$ cat config.mk
export PLATFORM = sky130hd
export DESIGN_NAME = ranging_window_gap_fill
export DESIGN_NICKNAME = d
export VERILOG_FILES = /design/src/rtl/rwgf_pkg.sv /design/src/rtl/rwgf_front.sv /design/src/rtl/rwgf_back.sv /design/src/rtl/ranging_window_gap_fill.sv
export SDC_FILE = /design/constraint.sdc
export NUM_CORES = 1
export LEC_CHECK = 0
export ABC_CLOCK_PERIOD_IN_PS = 6900
export BUFFER_PORTS_ARGS = -buffer_cell sky130_fd_sc_hd__buf_2
export CELL_PAD_IN_SITES_DETAIL_PLACEMENT = 0
export CELL_PAD_IN_SITES_GLOBAL_PLACEMENT = 1
export CORE_MARGIN = 8
export CORE_UTILIZATION = 25
export CTS_CLUSTER_SIZE = 10
export DETAILED_ROUTE_END_ITERATION = 16
export GPL_ROUTABILITY_DRIVEN = 0
export PLACE_DENSITY_LB_ADDON = 0.1
export SLEW_MARGIN = 25
export SYNTH_ARGS = -nofsm -noshare
export SYNTH_HDL_FRONTEND = slang
export SYNTH_SLANG_ARGS = --single-unit
$ cat constraint.sdc
create_clock -name clock -period 6.9 [get_ports clock]
set_input_delay 1.38 -clock clock [delete_from_list [all_inputs] [get_ports clock]]
set_output_delay 1.38 -clock clock [all_outputs]
set_load 0.05 [all_outputs]
$ cat src/rtl/rwgf_pkg.sv
package rwgf_pkg;

   localparam int NUM_SAMPLES = 5;
   // Working row: history distance followed by the five samples.
   localparam int ROW_LEN     = NUM_SAMPLES + 1;

   localparam logic [15:0] MISSING_MARK = 16'hFFFF;
   localparam logic [15:0] FILL_FLAG    = 16'h8000;
   localparam logic [15:0] VALUE_MASK   = 16'h7FFF;

   // ceil(2^17 / 3); exact floor(x / 3) for any x below 2^16
   localparam logic [16:0] THIRD_RECIP  = 17'h0AAAB;

   typedef logic [15:0] sample_type;

   // Queue entry handed from the front to the back end.
   typedef struct packed {
      sample_type [NUM_SAMPLES-1:0] samples;
      logic                         skip;     // last two samples missing
   } job_type;

   function automatic logic [14:0] div_by_three(input logic [14:0] x);
      logic [31:0] prod;
      prod = {17'b0, x} * {15'b0, THIRD_RECIP};
      return prod[31:17];
   endfunction

endpackage

$ cat src/rtl/rwgf_front.sv
module rwgf_front (
   input  logic                 clock,
   input  logic                 reset,
   input  logic                 req_valid,
   output logic                 req_stall,
   input  rwgf_pkg::sample_type req_sample_0,
   input  rwgf_pkg::sample_type req_sample_1,
   input  rwgf_pkg::sample_type req_sample_2,
   input  rwgf_pkg::sample_type req_sample_3,
   input  rwgf_pkg::sample_type req_sample_4,
   output logic                 job_valid,
   output rwgf_pkg::job_type    job,
   input  logic                 job_pop
);
   import rwgf_pkg::*;

   // two-entry queue
   job_type    q_ff [0:1];
   logic       wr_ptr_ff, wr_ptr_in;
   logic       rd_ptr_ff, rd_ptr_in;
   logic [1:0] count_ff, count_in;
   logic       push;
   logic       pop;
   job_type    entry;

   always_comb begin
      entry.samples[0] = req_sample_0;
      entry.samples[1] = req_sample_1;
      entry.samples[2] = req_sample_2;
      entry.samples[3] = req_sample_3;
      entry.samples[4] = req_sample_4;
      entry.skip = (req_sample_3 == MISSING_MARK) && (req_sample_4 == MISSING_MARK);
   end

   assign req_stall = (count_ff == 2'd2);
   assign job_valid = (count_ff != 2'd0);
   assign job       = q_ff[rd_ptr_ff];
   assign push      = req_valid && !req_stall;
   assign pop       = job_pop && job_valid;

   always_comb begin
      wr_ptr_in = push ? !wr_ptr_ff : wr_ptr_ff;
      rd_ptr_in = pop ? !rd_ptr_ff : rd_ptr_ff;
      count_in  = count_ff;
      if (push && !pop) begin
         count_in = count_ff + 2'd1;
      end else if (pop && !push) begin
         count_in = count_ff - 2'd1;
      end
   end

   always_ff @(posedge clock) begin
      if (reset) begin
         wr_ptr_ff <= 1'b0;
         rd_ptr_ff <= 1'b0;
         count_ff  <= 2'd0;
      end else begin
         wr_ptr_ff <= wr_ptr_in;
         rd_ptr_ff <= rd_ptr_in;
         count_ff  <= count_in;
      end
   end

   always_ff @(posedge clock) begin
      if (push) begin
         q_ff[wr_ptr_ff] <= entry;
      end
   end

endmodule

$ cat src/rtl/rwgf_back.sv
module rwgf_back (
   input  logic                 clock,
   input  logic                 reset,
   input  logic                 job_valid,
   input  rwgf_pkg::job_type    job,
   output logic                 job_pop,
   output logic                 rsp_valid,
   input  logic                 rsp_stall,
   output rwgf_pkg::sample_type rsp_out_0,
   output rwgf_pkg::sample_type rsp_out_1,
   output rwgf_pkg::sample_type rsp_out_2,
   output rwgf_pkg::sample_type rsp_out_3,
   output rwgf_pkg::sample_type rsp_out_4,
   output logic                 rsp_repaired
);
   import rwgf_pkg::*;

   typedef enum logic [5:0] {
      ST_IDLE = 6'b000001,
      ST_SCAN = 6'b000010,
      ST_DIFF = 6'b000100,
      ST_DIV  = 6'b001000,
      ST_FILL = 6'b010000,
      ST_DONE = 6'b100000
   } state_type;

   localparam logic [2:0] LAST_POS = 3'(ROW_LEN - 1);

   state_type   state_ff, state_in;
   sample_type  row_ff [0:ROW_LEN-1];
   sample_type  row_in [0:ROW_LEN-1];
   logic [2:0]  scan_ff, scan_in;
   logic [2:0]  gap_start_ff, gap_start_in;
   logic [2:0]  gap_count_ff, gap_count_in;
   logic [2:0]  fill_ptr_ff, fill_ptr_in;
   logic [2:0]  fill_left_ff, fill_left_in;
   sample_type  lo_ff, lo_in;        // value in front of the gap
   sample_type  close_ff, close_in;  // value closing the gap
   sample_type  prev_ff, prev_in;    // last written fill value
   logic [14:0] diff_ff, diff_in;
   logic [14:0] step_ff, step_in;
   logic        rising_ff, rising_in;
   logic        equal_ff, equal_in;
   logic        rep_ff, rep_in;
   sample_type  hist_ff, hist_in;
   logic        rsp_valid_ff, rsp_valid_in;
   sample_type  out_ff [0:NUM_SAMPLES-1];
   sample_type  out_in [0:NUM_SAMPLES-1];
   logic        repaired_ff, repaired_in;

   sample_type  raw [0:ROW_LEN-1];
   sample_type  filled [0:ROW_LEN-1];
   logic        end_fail;
   sample_type  scan_val;
   sample_type  fill_val;
   logic        out_free;

   // end filling of the row taken from the queue head
   always_comb begin
      sample_type lead;
      logic       found;
      logic       hit;
      lead  = MISSING_MARK;
      found = 1'b0;
      hit   = 1'b0;
      raw[0] = hist_ff;
      for (int k = 0; k < NUM_SAMPLES; k++) begin
         raw[k+1] = job.samples[k];
      end
      for (int k = 0; k < ROW_LEN; k++) begin
         filled[k] = raw[k];
      end
      // trailing gap: row[4] is valid whenever row[5] is missing and the job is not skipped
      if (filled[ROW_LEN-1] == MISSING_MARK) begin
         filled[ROW_LEN-1] = filled[ROW_LEN-2] | FILL_FLAG;
      end
      // leading gap only without history
      if (filled[0] == MISSING_MARK) begin
         for (int k = 0; k < ROW_LEN; k++) begin
            if (!found && filled[k] != MISSING_MARK) begin
               found = 1'b1;
               lead  = filled[k] | FILL_FLAG;
            end
         end
         for (int k = 0; k < ROW_LEN; k++) begin
            if (!hit) begin
               if (filled[k] != MISSING_MARK) begin
                  hit = 1'b1;
               end else if (found) begin
                  filled[k] = lead;
               end
            end
         end
      end
      end_fail = job.skip || (filled[0] == MISSING_MARK)
               || (filled[ROW_LEN-1] == MISSING_MARK);
   end

   assign scan_val = row_ff[scan_ff];

   // one step of the linear fill
   always_comb begin
      logic [14:0] p;
      logic [15:0] sum;
      p   = prev_ff[14:0];
      sum = {1'b0, p} + {1'b0, step_ff};
      if (equal_ff) begin
         fill_val = close_ff | FILL_FLAG;
      end else if (rising_ff) begin
         fill_val = sum | FILL_FLAG;
      end else if (p > step_ff) begin
         fill_val = {1'b0, p - step_ff} | FILL_FLAG;
      end else begin
         fill_val = prev_ff | FILL_FLAG;
      end
   end

   assign out_free = !rsp_valid_ff || !rsp_stall;

   always_comb begin
      state_in     = state_ff;
      scan_in      = scan_ff;
      gap_start_in = gap_start_ff;
      gap_count_in = gap_count_ff;
      fill_ptr_in  = fill_ptr_ff;
      fill_left_in = fill_left_ff;
      lo_in        = lo_ff;
      close_in     = close_ff;
      prev_in      = prev_ff;
      diff_in      = diff_ff;
      step_in      = step_ff;
      rising_in    = rising_ff;
      equal_in     = equal_ff;
      rep_in       = rep_ff;
      hist_in      = hist_ff;
      repaired_in  = repaired_ff;
      rsp_valid_in = rsp_valid_ff && rsp_stall;
      job_pop      = 1'b0;
      for (int k = 0; k < ROW_LEN; k++) begin
         row_in[k] = row_ff[k];
      end
      for (int k = 0; k < NUM_SAMPLES; k++) begin
         out_in[k] = out_ff[k];
      end

      unique case (state_ff)
         ST_IDLE: begin
            if (job_valid) begin
               job_pop = 1'b1;
               if (end_fail) begin
                  for (int k = 0; k < ROW_LEN; k++) begin
                     row_in[k] = raw[k];
                  end
                  rep_in   = 1'b0;
                  state_in = ST_DONE;
               end else begin
                  for (int k = 0; k < ROW_LEN; k++) begin
                     row_in[k] = filled[k];
                  end
                  rep_in       = 1'b1;
                  lo_in        = filled[0];
                  scan_in      = 3'd1;
                  gap_count_in = 3'd0;
                  state_in     = ST_SCAN;
               end
            end
         end
         ST_SCAN: begin
            if (scan_val == MISSING_MARK) begin
               if (gap_count_ff == 3'd0) begin
                  gap_start_in = scan_ff;
               end
               gap_count_in = gap_count_ff + 3'd1;
               if (scan_ff == LAST_POS) begin
                  state_in = ST_DONE;
               end else begin
                  scan_in = scan_ff + 3'd1;
               end
            end else if (gap_count_ff != 3'd0) begin
               close_in = scan_val;
               state_in = ST_DIFF;
            end else begin
               lo_in = scan_val;
               if (scan_ff == LAST_POS) begin
                  state_in = ST_DONE;
               end else begin
                  scan_in = scan_ff + 3'd1;
               end
            end
         end
         ST_DIFF: begin
            rising_in    = close_ff[14:0] > lo_ff[14:0];
            equal_in     = close_ff[14:0] == lo_ff[14:0];
            diff_in      = (close_ff[14:0] > lo_ff[14:0]) ? close_ff[14:0] - lo_ff[14:0]
                                                          : lo_ff[14:0] - close_ff[14:0];
            prev_in      = lo_ff;
            fill_ptr_in  = gap_start_ff;
            fill_left_in = gap_count_ff;
            state_in     = ST_DIV;
         end
         ST_DIV: begin
            // a single missing sample steps by half the difference
            case (gap_count_ff) inside
               3'd1, 3'd2: step_in = diff_ff >> 1;
               3'd3:       step_in = div_by_three(diff_ff);
               default:    step_in = diff_ff >> 2;
            endcase
            state_in = ST_FILL;
         end
         ST_FILL: begin
            row_in[fill_ptr_ff] = fill_val;
            prev_in             = fill_val;
            fill_ptr_in         = fill_ptr_ff + 3'd1;
            fill_left_in        = fill_left_ff - 3'd1;
            if (fill_left_ff == 3'd1) begin
               lo_in        = close_ff;
               gap_count_in = 3'd0;
               if (scan_ff == LAST_POS) begin
                  state_in = ST_DONE;
               end else begin
                  scan_in  = scan_ff + 3'd1;
                  state_in = ST_SCAN;
               end
            end
         end
         ST_DONE: begin
            if (out_free) begin
               rsp_valid_in = 1'b1;
               for (int k = 0; k < NUM_SAMPLES; k++) begin
                  out_in[k] = row_ff[k+1];
               end
               repaired_in = rep_ff;
               hist_in     = rep_ff ? (row_ff[2] & VALUE_MASK) : MISSING_MARK;
               state_in    = ST_IDLE;
            end
         end
         default: begin
            state_in = ST_IDLE;
         end
      endcase
   end

   always_ff @(posedge clock) begin
      if (reset) begin
         state_ff     <= ST_IDLE;
         hist_ff      <= MISSING_MARK;
         rsp_valid_ff <= 1'b0;
         gap_count_ff <= 3'd0;
      end else begin
         state_ff     <= state_in;
         hist_ff      <= hist_in;
         rsp_valid_ff <= rsp_valid_in;
         gap_count_ff <= gap_count_in;
      end
   end

   always_ff @(posedge clock) begin
      for (int k = 0; k < ROW_LEN; k++) begin
         row_ff[k] <= row_in[k];
      end
      for (int k = 0; k < NUM_SAMPLES; k++) begin
         out_ff[k] <= out_in[k];
      end
      scan_ff      <= scan_in;
      gap_start_ff <= gap_start_in;
      fill_ptr_ff  <= fill_ptr_in;
      fill_left_ff <= fill_left_in;
      lo_ff        <= lo_in;
      close_ff     <= close_in;
      prev_ff      <= prev_in;
      diff_ff      <= diff_in;
      step_ff      <= step_in;
      rising_ff    <= rising_in;
      equal_ff     <= equal_in;
      rep_ff       <= rep_in;
      repaired_ff  <= repaired_in;
   end

   assign rsp_valid    = rsp_valid_ff;
   assign rsp_out_0    = out_ff[0];
   assign rsp_out_1    = out_ff[1];
   assign rsp_out_2    = out_ff[2];
   assign rsp_out_3    = out_ff[3];
   assign rsp_out_4    = out_ff[4];
   assign rsp_repaired = repaired_ff;

endmodule

$ cat src/rtl/ranging_window_gap_fill.sv
// Flow: the back end works on one window at a time; it pops the next from the queue
//   only after the last result is in the response register, which waits while
//   rsp_stall holds a pending response. Passed-through windows skip the walk over
//   row positions, which paces the others.
// Reset (synchronous, active high): queue emptied, no response pending, history
//   distance set to 0xFFFF (no history).
module ranging_window_gap_fill (
   input  logic                 clock,
   input  logic                 reset,
   input  logic                 req_valid,
   output logic                 req_stall,
   input  rwgf_pkg::sample_type req_sample_0,
   input  rwgf_pkg::sample_type req_sample_1,
   input  rwgf_pkg::sample_type req_sample_2,
   input  rwgf_pkg::sample_type req_sample_3,
   input  rwgf_pkg::sample_type req_sample_4,
   output logic                 rsp_valid,
   input  logic                 rsp_stall,
   output rwgf_pkg::sample_type rsp_out_0,
   output rwgf_pkg::sample_type rsp_out_1,
   output rwgf_pkg::sample_type rsp_out_2,
   output rwgf_pkg::sample_type rsp_out_3,
   output rwgf_pkg::sample_type rsp_out_4,
   output logic                 rsp_repaired
);
   import rwgf_pkg::*;

   // Front end: takes requests into a two-entry queue and flags windows
   // whose last two samples are missing, so the back end passes them on.
   logic    job_valid;
   job_type job;
   logic    job_pop;

   rwgf_front u_front (
      .clock        (clock),
      .reset        (reset),
      .req_valid    (req_valid),
      .req_stall    (req_stall),
      .req_sample_0 (req_sample_0),
      .req_sample_1 (req_sample_1),
      .req_sample_2 (req_sample_2),
      .req_sample_3 (req_sample_3),
      .req_sample_4 (req_sample_4),
      .job_valid    (job_valid),
      .job          (job),
      .job_pop      (job_pop)
   );

   // Back end: owns the history distance. On pop it builds the six-entry
   // row (history + samples) and fills the trailing and leading gaps as it
   // loads the row. It then scans positions 1..5; when a gap closes it forms the
   // difference, the step (shift, or reciprocal multiply for a gap of
   // three) and writes one filled sample per cycle. The result register
   // decouples it from the response side, so the front keeps queueing.
   rwgf_back u_back (
      .clock        (clock),
      .reset        (reset),
      .job_valid    (job_valid),
      .job          (job),
      .job_pop      (job_pop),
      .rsp_valid    (rsp_valid),
      .rsp_stall    (rsp_stall),
      .rsp_out_0    (rsp_out_0),
      .rsp_out_1    (rsp_out_1),
      .rsp_out_2    (rsp_out_2),
      .rsp_out_3    (rsp_out_3),
      .rsp_out_4    (rsp_out_4),
      .rsp_repaired (rsp_repaired)
   );

endmodule

* Word-level counts from Yosys, hierarchy flattened
Memory sizes are Yosys's and may differ from the RTL's. A register that Yosys moved wholly into a read port is not among the register bits.
Index checks and enable logic that the tools add are counted.
** Operators by class
- Add/sub/neg operators :: 10
- $mul :: 1
- $lt $le $gt $ge :: 4
- Equality and inequality tests :: 34
- Mux-type cells :: 106
- Bitwise operators :: 2
- Reductions and logical operators :: 42
** Operators by type and width (count)
- two-way mux 16 bit :: 27
- two-way mux 96 bit :: 3
- case mux 96 bit (2 select lines) :: 1
- two-way mux 80 bit :: 2
- two-way mux 15 bit :: 8
- == test 16 bit (second input constant) :: 7
- bitwise mux 96 bit :: 1
- inequality test 16 bit (second input constant) :: 6
- demux 16 bit (select 3 bit) :: 1
- two-way mux 6 bit :: 8
- case mux 15 bit (3 select lines) :: 1
- subtractor 15 bit :: 3
- case mux 6 bit (6 select lines) :: 1
- two-way mux 1 bit :: 33
- two-way mux 3 bit :: 11
- multiplier 15 x 16 -> 31 bit (second input constant) :: 1
- greater-than comparator 15 bit :: 2
- case mux 15 bit (2 select lines) :: 1
- two-way mux 14 bit :: 2
- case mux 3 bit (3 select lines) :: 2
- adder 15 bit :: 1
- == test 15 bit :: 1
- logical AND 1 bit :: 12
- zero test 1 bit :: 12
- other kinds (32) :: 52
** Word-level totals
- Register bits :: 121
- Bits in writable memories :: 338
- Output and inout bits :: 83
- Word-level logic and storage cells :: 223
- Memories kept :: 3
** Memory list
- u_front.q_ff :: words 2, width 81, rd ports 1, clocked after Yosys merged registers in 1, write ports 1, line rwgf_front.sv:18 : job_type q_ff [0:1];
- u_back.row_ff :: words 6, width 16, rd ports 7, clocked after Yosys merged registers in 1, write ports 6, line rwgf_back.sv:30 : sample_type row_ff [0:ROW_LEN-1];
- u_back.out_ff :: words 5, width 16, rd ports 5, clocked after Yosys merged registers in 0, write ports 5, line rwgf_back.sv:47 : sample_type out_ff [0:NUM_SAMPLES-1];

* Logic depth before layout (Yosys ltp)
Gate-level depths: netlist (run 1).
- Word-level depth :: 34
- Mapped depth :: 22

* Cells and area by module
A second synthesis (run 1) with hierarchy kept.
** Unflattened totals
- Cell total of the unflattened synthesis :: 2232
- Area, all modules :: 26565.5 um^2
** Modules (own cells, without submodules)
- rwgf_back :: instances 1, cells each 1944, area an instance 20437.1 um^2
- rwgf_front :: instances 1, cells each 288, area an instance 6128.4 um^2

* Least setup slack after synthesis (run 1)
OpenSTA, ideal clock, no wires.
- Path type :: register to register
- Start point :: register u_back.diff_ff[2]
- End point :: register u_back.step_ff[12] (data pin)
- Data arrival time :: 5.304 ns
- Required time :: 6.629 ns
- Path slack :: 1.325 ns
- Cell stages (with the launch flop) :: 23
- Clock period less this slack :: 5.575 ns
- Cell sequence :: edfxtp_1 > ha_1 > inv_1 > fa_1 > inv_1 > fa_1 > fa_1 > inv_1 > fa_1 > inv_1 > fa_1 > ha_1 > a21o_1 > a21oi_1 > o21ai_0 > a21oi_1 > nand3_1 > o21ai_0 > o21ai_0 > a21oi_1 > o21bai_1 > mux2_2 > o211ai_1
** On the way
- Word-level cells in the longest chain between the ends :: 3
** Ends and longest elaborated chain
- start, declared :: line rwgf_back.sv:40 : logic [14:0] diff_ff, diff_in;
- start signal, assigned :: line rwgf_back.sv:271 : diff_ff <= diff_in;
- multiplier 15 x 16 -> 31 bit :: line rwgf_pkg.sv:24 : prod = {17'b0, x} * {15'b0, THIRD_RECIP};
- two-way mux 14 bit (2 in series) :: line rwgf_back.sv:203 : case (gap_count_ff) inside
- end signal, assigned :: line rwgf_back.sv:272 : step_ff <= step_in;
- end, declared :: line rwgf_back.sv:41 : logic [14:0] step_ff, step_in;
Every way passes these cells.
A chain may end at the register's enable or synchronous reset.

* Final worst setup path (run 1)
Same ends and word-level chain as after synthesis.

==> summary.md, run 1 <==
| Metric | Value |
|---|---|
| Cells after synthesis | 2380 |
| Pwr/cell area | 392 nW/um^2 |
| Critical path class | reg -> reg |
| Gr usage total | 17.4% |
| Drt pass-1 iters | 6 |
| DIE HEIGHT | 346 um |
| Clk slew on worst S/H paths | 0.06 ns |
| Min Tclk post-route | 6.40 ns |
| Max-cap viol count | 0 |
| Max incr delay on CP | 0.54 ns |
| Worst Hold Class | reg -> reg |
| Cts hold-fix bufs | 0 |
| Most frequent cells in the layout | edfxtp_1, nand2_1, inv_1, ha_1, buf_2 |
| Cell Chain, Critical Path | ha_1 -> inv_1 -> fa_1 -> inv_1 -> fa_1 -> fa_1 -> inv_1 -> fa_1 -> inv_1 -> fa_1 -> ha_1 -> a21o_1 -> a21oi_1 -> o21ai_0 -> a21oi_1 -> nand3_1 -> o21ai_0 -> o21ai_0 -> a21oi_1 -> o21bai_1 -> mux2_2 -> o211ai_1 |
| FF+latch count, synth | 462 |
| Pins Over Slew Limit | 0 |
| Num CTS Buffers | 59 |
| CTS root buf | clkbuf_16 |
| Area delta synth->final | 16.3% |
| Post-DP HPWL | 84100 um |
| Worst Path Buf+Inv | 4 |
| Die area | 119000 sq um |
| DRC Markers | 0 |
| Initial core utilization | 25.1% |
| Synth Cell Area | 27100 sq um |
| CP endpoint | u_back.step_ff[12] |
| CTS tree | yes |
| Netlist cell types | 97 |
| Setup_tns | 0 ns |
| Commonest non-fill, non-tap cell in the layout | edfxtp_1 |
| Power Internal | 7.33 mW |
| Placed cells | 3900 |
| Seq/Total Area, Yosys | 49.8% |
| Setup repair bufs after CTS | 0 |
| Core area | 108000 sq um |
| Clock Path Buffers | 3 |
| Cells on worst reg2reg path | 22 |
| Final Non-Filler Cells | 4007 |
| Critical path's top delay family | adder cells |
| CP Capture Type | flip-flop |
| Run status | finished clean |
| Vias in the first global route | 21.3k |
| GRT overflow | 0 |
| Yosys warns | 0 |
| Vias per cell | 5.07 |
| Sequential power share | 38.7% |
| FILL cells | 11.2k |
| DRT iter0 DRCs | 1742 |
| Layout Skew | 0.0498 ns |
| Part of the power in combinational logic | 37.0% |
| Reg2Reg Setup Slack | 0.50 ns |
| IO buf count | 166 |
| Synth Flop Type | edfxtp_1 |
| Switching Share | 40.8% |
| Post-synth EDFFs | 428 |
| CP max stage cell | fa_1 |
| Largest net degree at the start of global routing | 63 |
| Syn avg cell area | 11.4 sq um |
| Final ANT Viol Nets | 0 |
| CP max FO | 5 |
| Worst Path Arrival | 6.77 ns |
| Routed length per placed instance | 26.8 um |
| Share of layout cells above drive strength 1 | 15.1% |
| CP dominant cell by count | fa_1 |
| Tightest Pin Transition | 1.13 ns |
| H-Tree Depth | 2 |
| First-pass GRT wire length | 155000 um |
| Die width | 346 um |
| Row cnt | 121 |
| Clock Latency Late Sink | 0.68 ns |
| Crit path depth | 22 |
| Maximum VDD drop | 0.000236 V |
| R2R Path Start | u_back.diff_ff[2] |
| Clock power share | 24.3% |
| Antenna violations before repair | 6 |
| Net Sw Power | 5.06 mW |
| Crit path launch | u_back.diff_ff[2] |
| CTS-repair resized insts | 0 |
| Element type at the critical path start | flip-flop |
| Num ports | 167 |
| Worst r2r dst | u_back.step_ff[12] |
| CTS Sinks | 462 |
| Final Core Density | 29.2% |
| F_max | 156 MHz |
| RSZ-0062 raised after global routing | no |
| WP data required | 7.27 ns |
| # setup viols final | 0 |
| Async set-or-reset flop fraction in the synthesized netlist | 0% |
| Post-Route WL | 107000 um |
| Total Power | 12.4 mW |
| Final period util | 92.7% |
| Worst Hold Launch | u_back.row_ff[4][1] |
| Headroom to the max-slew limit | 24.9% |
| Synthesized net count | 2700 |
| Hold Vio Cnt, Final | 0 |
| Total number of vias | 20.3k |
| NumNets Final | 2867 |
| P_leak | 12.1 nW |
## registers in the layout, summed over array words and instances (netlist names), 2 cells and up, named ones only
register / cells
u_front.count_ff: 2
u_back.hist_ff: 16
u_back.row_ff: 96
u_back.lo_ff: 15
u_back.fill_ptr_ff: 3
u_back.step_ff: 14
u_back.fill_left_ff: 3
u_back.gap_count_ff: 3
u_back.prev_ff: 15
u_front.q_ff: 162
u_back.close_ff: 15
u_back.state_ff: 6
u_back.diff_ff: 15
u_back.out_ff: 80
u_back.scan_ff: 3
u_back.gap_start_ff: 3
## cells in the mapped netlist (all sizes together) (32+ instances only)
master / n / area [sq um]
a21oi: 98 / 502
nor3: 35 / 208
dfxtp: 34 / 681
inv: 181 / 679
nand4: 52 / 325
clkbuf: 82 / 308
edfxtp: 428 / 12900
nand2: 213 / 802
nand3: 68 / 345
nor2: 115 / 432
a21o: 33 / 248
nor4: 37 / 231
xnor2: 32 / 280
ha: 174 / 2180
o21ai: 153 / 766
mux2i: 83 / 831
fa: 62 / 1240
## stage by stage
| step | instance area, sq um | hold slack (ns) | setup slack [ns] |
|---|---|---|---|
| 2_1_floorplan | 27100 | 0.421 | 1.33 |
| 3_3_place_gp | 29700 | 0.444 | 0.513 |
| 3_5_place_dp | 29700 | 0.446 | 0.443 |
| 4_1_cts | 31600 | 0.455 | 0.418 |
| 5_1_grt | 31600 | 0.460 | 0.0486 |
| 6_report | 31600 | 0.461 | 0.501 |
## worst min path at each step
stage                                       to  slack (ns)  depth (start not counted)
after floorplan           u_back.out_ff[0][31]        0.42                          0
after global placement    u_back.out_ff[0][73]        0.44                          0
after detailed placement  u_back.out_ff[0][55]        0.45                          0
after CTS                 u_back.out_ff[0][49]        0.46                          0
after global routing      u_back.out_ff[0][49]        0.46                          0
final                     u_back.out_ff[0][49]        0.46                          0
## routing by layer
layer  wire length [um]  share of wire (%)  vias up  global-route usage (%)
met5                 12              0.011        -                       0
met4               3280                3.1        2                    5.29
met3               4710                4.4      145                    2.12
met2              52500                 49      634                    30.5
met1              46700                 44    10212                    22.4
li1                   -                  -     9318                       -
## final cells by class
cell class	count	area, sq um	share of cell area [%]
diodes	3	7.51	0.0238
clock buffers	82	1620	5.14
clock inverters	22	220	0.697
inverters	183	689	2.18
multi-input cells	1622	12500	39.5
flip-flops and latches	462	13500	42.9
well taps	1414	1770	5.60
repair buffers	219	1250	3.97
## power by group through the flow
| stage | registers [mW] | logic [mW] | clock network (mW) |
|---|---|---|---|
| 6_report | 4.79 | 4.58 | 3.01 |
| 4_1_cts | 4.82 | 4.59 | 3.10 |
| 3_3_place_gp | 4.87 | 4.58 | 0 |
| 5_1_grt | 4.85 | 4.88 | 3.21 |
| 3_5_place_dp | 4.87 | 4.57 | 0 |
| 2_1_floorplan | 4.52 | 2.70 | 0 |
## cell families after synthesis
logic type | after synthesis | synth area share, %
AND/OR/NAND/NOR | 658 | 12.2
AO/OA/AOI/OAI | 547 | 13.7
flip-flops | 462 | 49.8
buffers and inverters | 296 | 4.36
adder cells (fa/ha/maj) | 236 | 12.6
multiplexers | 130 | 5.67
XOR/XNOR | 51 | 1.65
Note: power is estimated with default switching activity, not from simulation.
==> inputs of run 2 (changes only) <==
- CORE_MARGIN: 8 -> 1.5
- SKIP_CTS_REPAIR_TIMING: unset -> 1
==> run 2 against run 1 <==
Net effect: critical path depth is the same; die area shrank 7.4%; flip-flop and latch count is the same; sequential power is essentially flat; cell count shrank 0.25%; first-iteration DRC count shrank 27%; core utilization grew 0.24 points; combinational power grew 2%; critical path type unchanged; largest cell class unchanged.
==> summary.md, run 2 (synthesis results as in run 1) <==
| Metric | Value |
|---|---|
| CTS tree | yes |
| Maximum VDD drop | 0.000245 V |
| Row cnt | 120 |
| Post-DP HPWL | 83500 um |
| Antenna violations before repair | 2 |
| Dpl ws | 0.449 ns |
| Vias per cell | 5.09 |
| Element type at the critical path start | flip-flop |
| Min Tclk post-route | 6.39 ns |
| Largest net degree at the start of global routing | 95 |
| P_leak | 12.2 nW |
| Commonest non-fill, non-tap cell in the layout | edfxtp_1 |
| DIE HEIGHT | 333 um |
| Run status | finished clean |
| H-Tree Depth | 2 |
| CP dominant cell by count | fa_1 |
| Largest reg by FF count | u_front.q_ff |
| Die width | 333 um |
| Layout Skew | 0.0395 ns |
| Die area | 111000 sq um |
| Cell Chain, Critical Path | ha_1 -> inv_1 -> fa_1 -> inv_1 -> fa_1 -> fa_1 -> inv_1 -> fa_1 -> inv_1 -> fa_1 -> ha_1 -> a21o_1 -> a21oi_1 -> o21ai_0 -> a21oi_1 -> nand3_1 -> o21ai_0 -> o21ai_0 -> a21oi_1 -> o21bai_1 -> mux2_2 -> o211ai_1 |
| Worst Hold Class | reg -> reg |
| F_max | 156 MHz |
| WP data required | 7.25 ns |
| Max FFs per register | 162 |
| Placed cells | 3893 |
| Final period util | 92.7% |
| Worst Hold Launch | u_back.row_ff[4][3] |
| Largest regs | u_front.q_ff (162), u_back.row_ff (96), u_back.out_ff (80) |
| Share of layout cells above drive strength 1 | 15.2% |
| R2R Path Start | u_back.diff_ff[2] |
| Total number of vias | 20.4k |
| Worst Path Arrival | 6.74 ns |
| Drt pass-1 iters | 5 |
| Dpl cell area | 29800 sq um |
| Headroom to the max-slew limit | 20.5% |
| CTS Sinks | 462 |
| Pwr/cell area | 392 nW/um^2 |
| FILL cells | 11.1k |
| GRT overflow | 0 |
| Hold Vio Cnt, Final | 0 |
| Worst r2r dst | u_back.step_ff[12] |
| Max incr delay on CP | 0.54 ns |
| Most frequent cells in the layout | edfxtp_1, nand2_1, inv_1, ha_1, buf_2 |
| Clk slew on worst S/H paths | 0.05 ns |
| Clock Path Buffers | 3 |
| Post-Route WL | 107000 um |
| Worst hold path depth | 0 |
| Reg2Reg Setup Slack | 0.51 ns |
| Final Non-Filler Cells | 3997 |
| First-pass GRT wire length | 153000 um |
| Num CTS Buffers | 59 |
| # setup viols final | 0 |
| Reg area | 13500 sq um |
| IO buf count | 166 |
| Critical path class | reg -> reg |
| Core area | 107000 sq um |
| Vias in the first global route | 21.1k |
| Setup_tns | 0 ns |
| Num ports | 167 |
| Max-cap viol count | 0 |
| Cells on worst reg2reg path | 22 |
| Pins Over Slew Limit | 0 |
| DRT iter0 DRCs | 1273 |
| NumNets Final | 2871 |
| Initial core utilization | 25.3% |
| RSZ-0062 raised after global routing | no |
| CP max FO | 5 |
| Area delta synth->final | 16.3% |
| Total Power | 12.4 mW |
| Multi-input gate area | 12500 sq um |
| Gr usage total | 19.0% |
| Tightest Pin Transition | 1.18 ns |
| Worst Hold Endpoint | u_back.out_ff[0][51] |
| Final Worst Setup Slack | 0.507 ns |
| CP max stage cell | fa_1 |
| DRC Markers | 0 |
| CTS root buf | clkbuf_16 |
| Routed length per placed instance | 26.8 um |
| Clock Latency Late Sink | 0.67 ns |
| CP Capture Type | flip-flop |
| Final Cell Area | 31600 sq um |
| Final ANT Viol Nets | 0 |
-- run 2: cell count changes in the layout (fill, tap and decap cells not counted), sizes merged --
cell	delta
clkbuf	+5
buf	+4
clkinvlp	-1
clkinv	-4
diode	-2
bufinv	-1
-- run 2: metal layers --
metal,GRT usage (%),vias to the layer above,routed length (um)
li1,-,9308,-
met2,33.1,584,52700
met3,2.45,149,4560
met4,6.30,2,3410
met1,24.1,10307,46200
met5,0,-,13
-- run 2: through the flow --
stage | utilization [%] | hold slack [ns]
floorplan | - | 0.421
global placement | 27.7 | 0.444
detailed placement | 27.7 | 0.445
CTS | 29.4 | 0.456
global route | 29.4 | 0.473
finish | 29.4 | 0.458
-- run 2: area by class of cell --
| cell class | count | area share (%) |
|---|---|---|
| Clock inverter | 16 | 0.543 |
| Clock buffer | 87 | 5.14 |
| Sequential cell | 462 | 42.9 |
| Timing Repair Buffer | 223 | 4.13 |
| Antenna cell | 1 | 0.00792 |
| Inverter | 183 | 2.18 |
| Multi-Input combinational cell | 1622 | 39.6 |
| Tap cell | 1403 | 5.56 |
-- run 2: how the worst max path moves through the flow --
stage | from | end | slack, ns | cells after the start
after floorplan | u_back.diff_ff[2] | u_back.step_ff[12] | 1.33 | 22
after global placement | u_back.diff_ff[2] | u_back.step_ff[12] | 0.53 | 22
after detailed placement | u_back.diff_ff[2] | u_back.step_ff[12] | 0.45 | 22
after CTS | u_back.diff_ff[2] | u_back.step_ff[12] | 0.45 | 22
after global routing | u_back.diff_ff[2] | u_back.step_ff[12] | 0.06 | 22
final | u_back.diff_ff[2] | u_back.step_ff[12] | 0.51 | 22
-- run 2: critical path: cells and delay by family (launching register included) --
family	cells	cell delay (ns)
adder cells (fa/ha/maj)	7	3.07
buffers and inverters	4	0.37
multiplexers	1	0.22
flip-flops	1	0.48
AO/OA/AOI/OAI	9	1.72
AND/OR/NAND/NOR	1	0.25
-- run 2: power breakdown --
group / internal, mW / leakage [nW] / switching [mW]
clock network: 1.69 / 0.869 / 1.23
logic: 1.41 / 7.04 / 3.23
registers: 4.19 / 4.24 / 0.606
total: 7.30 / 12.2 / 5.07
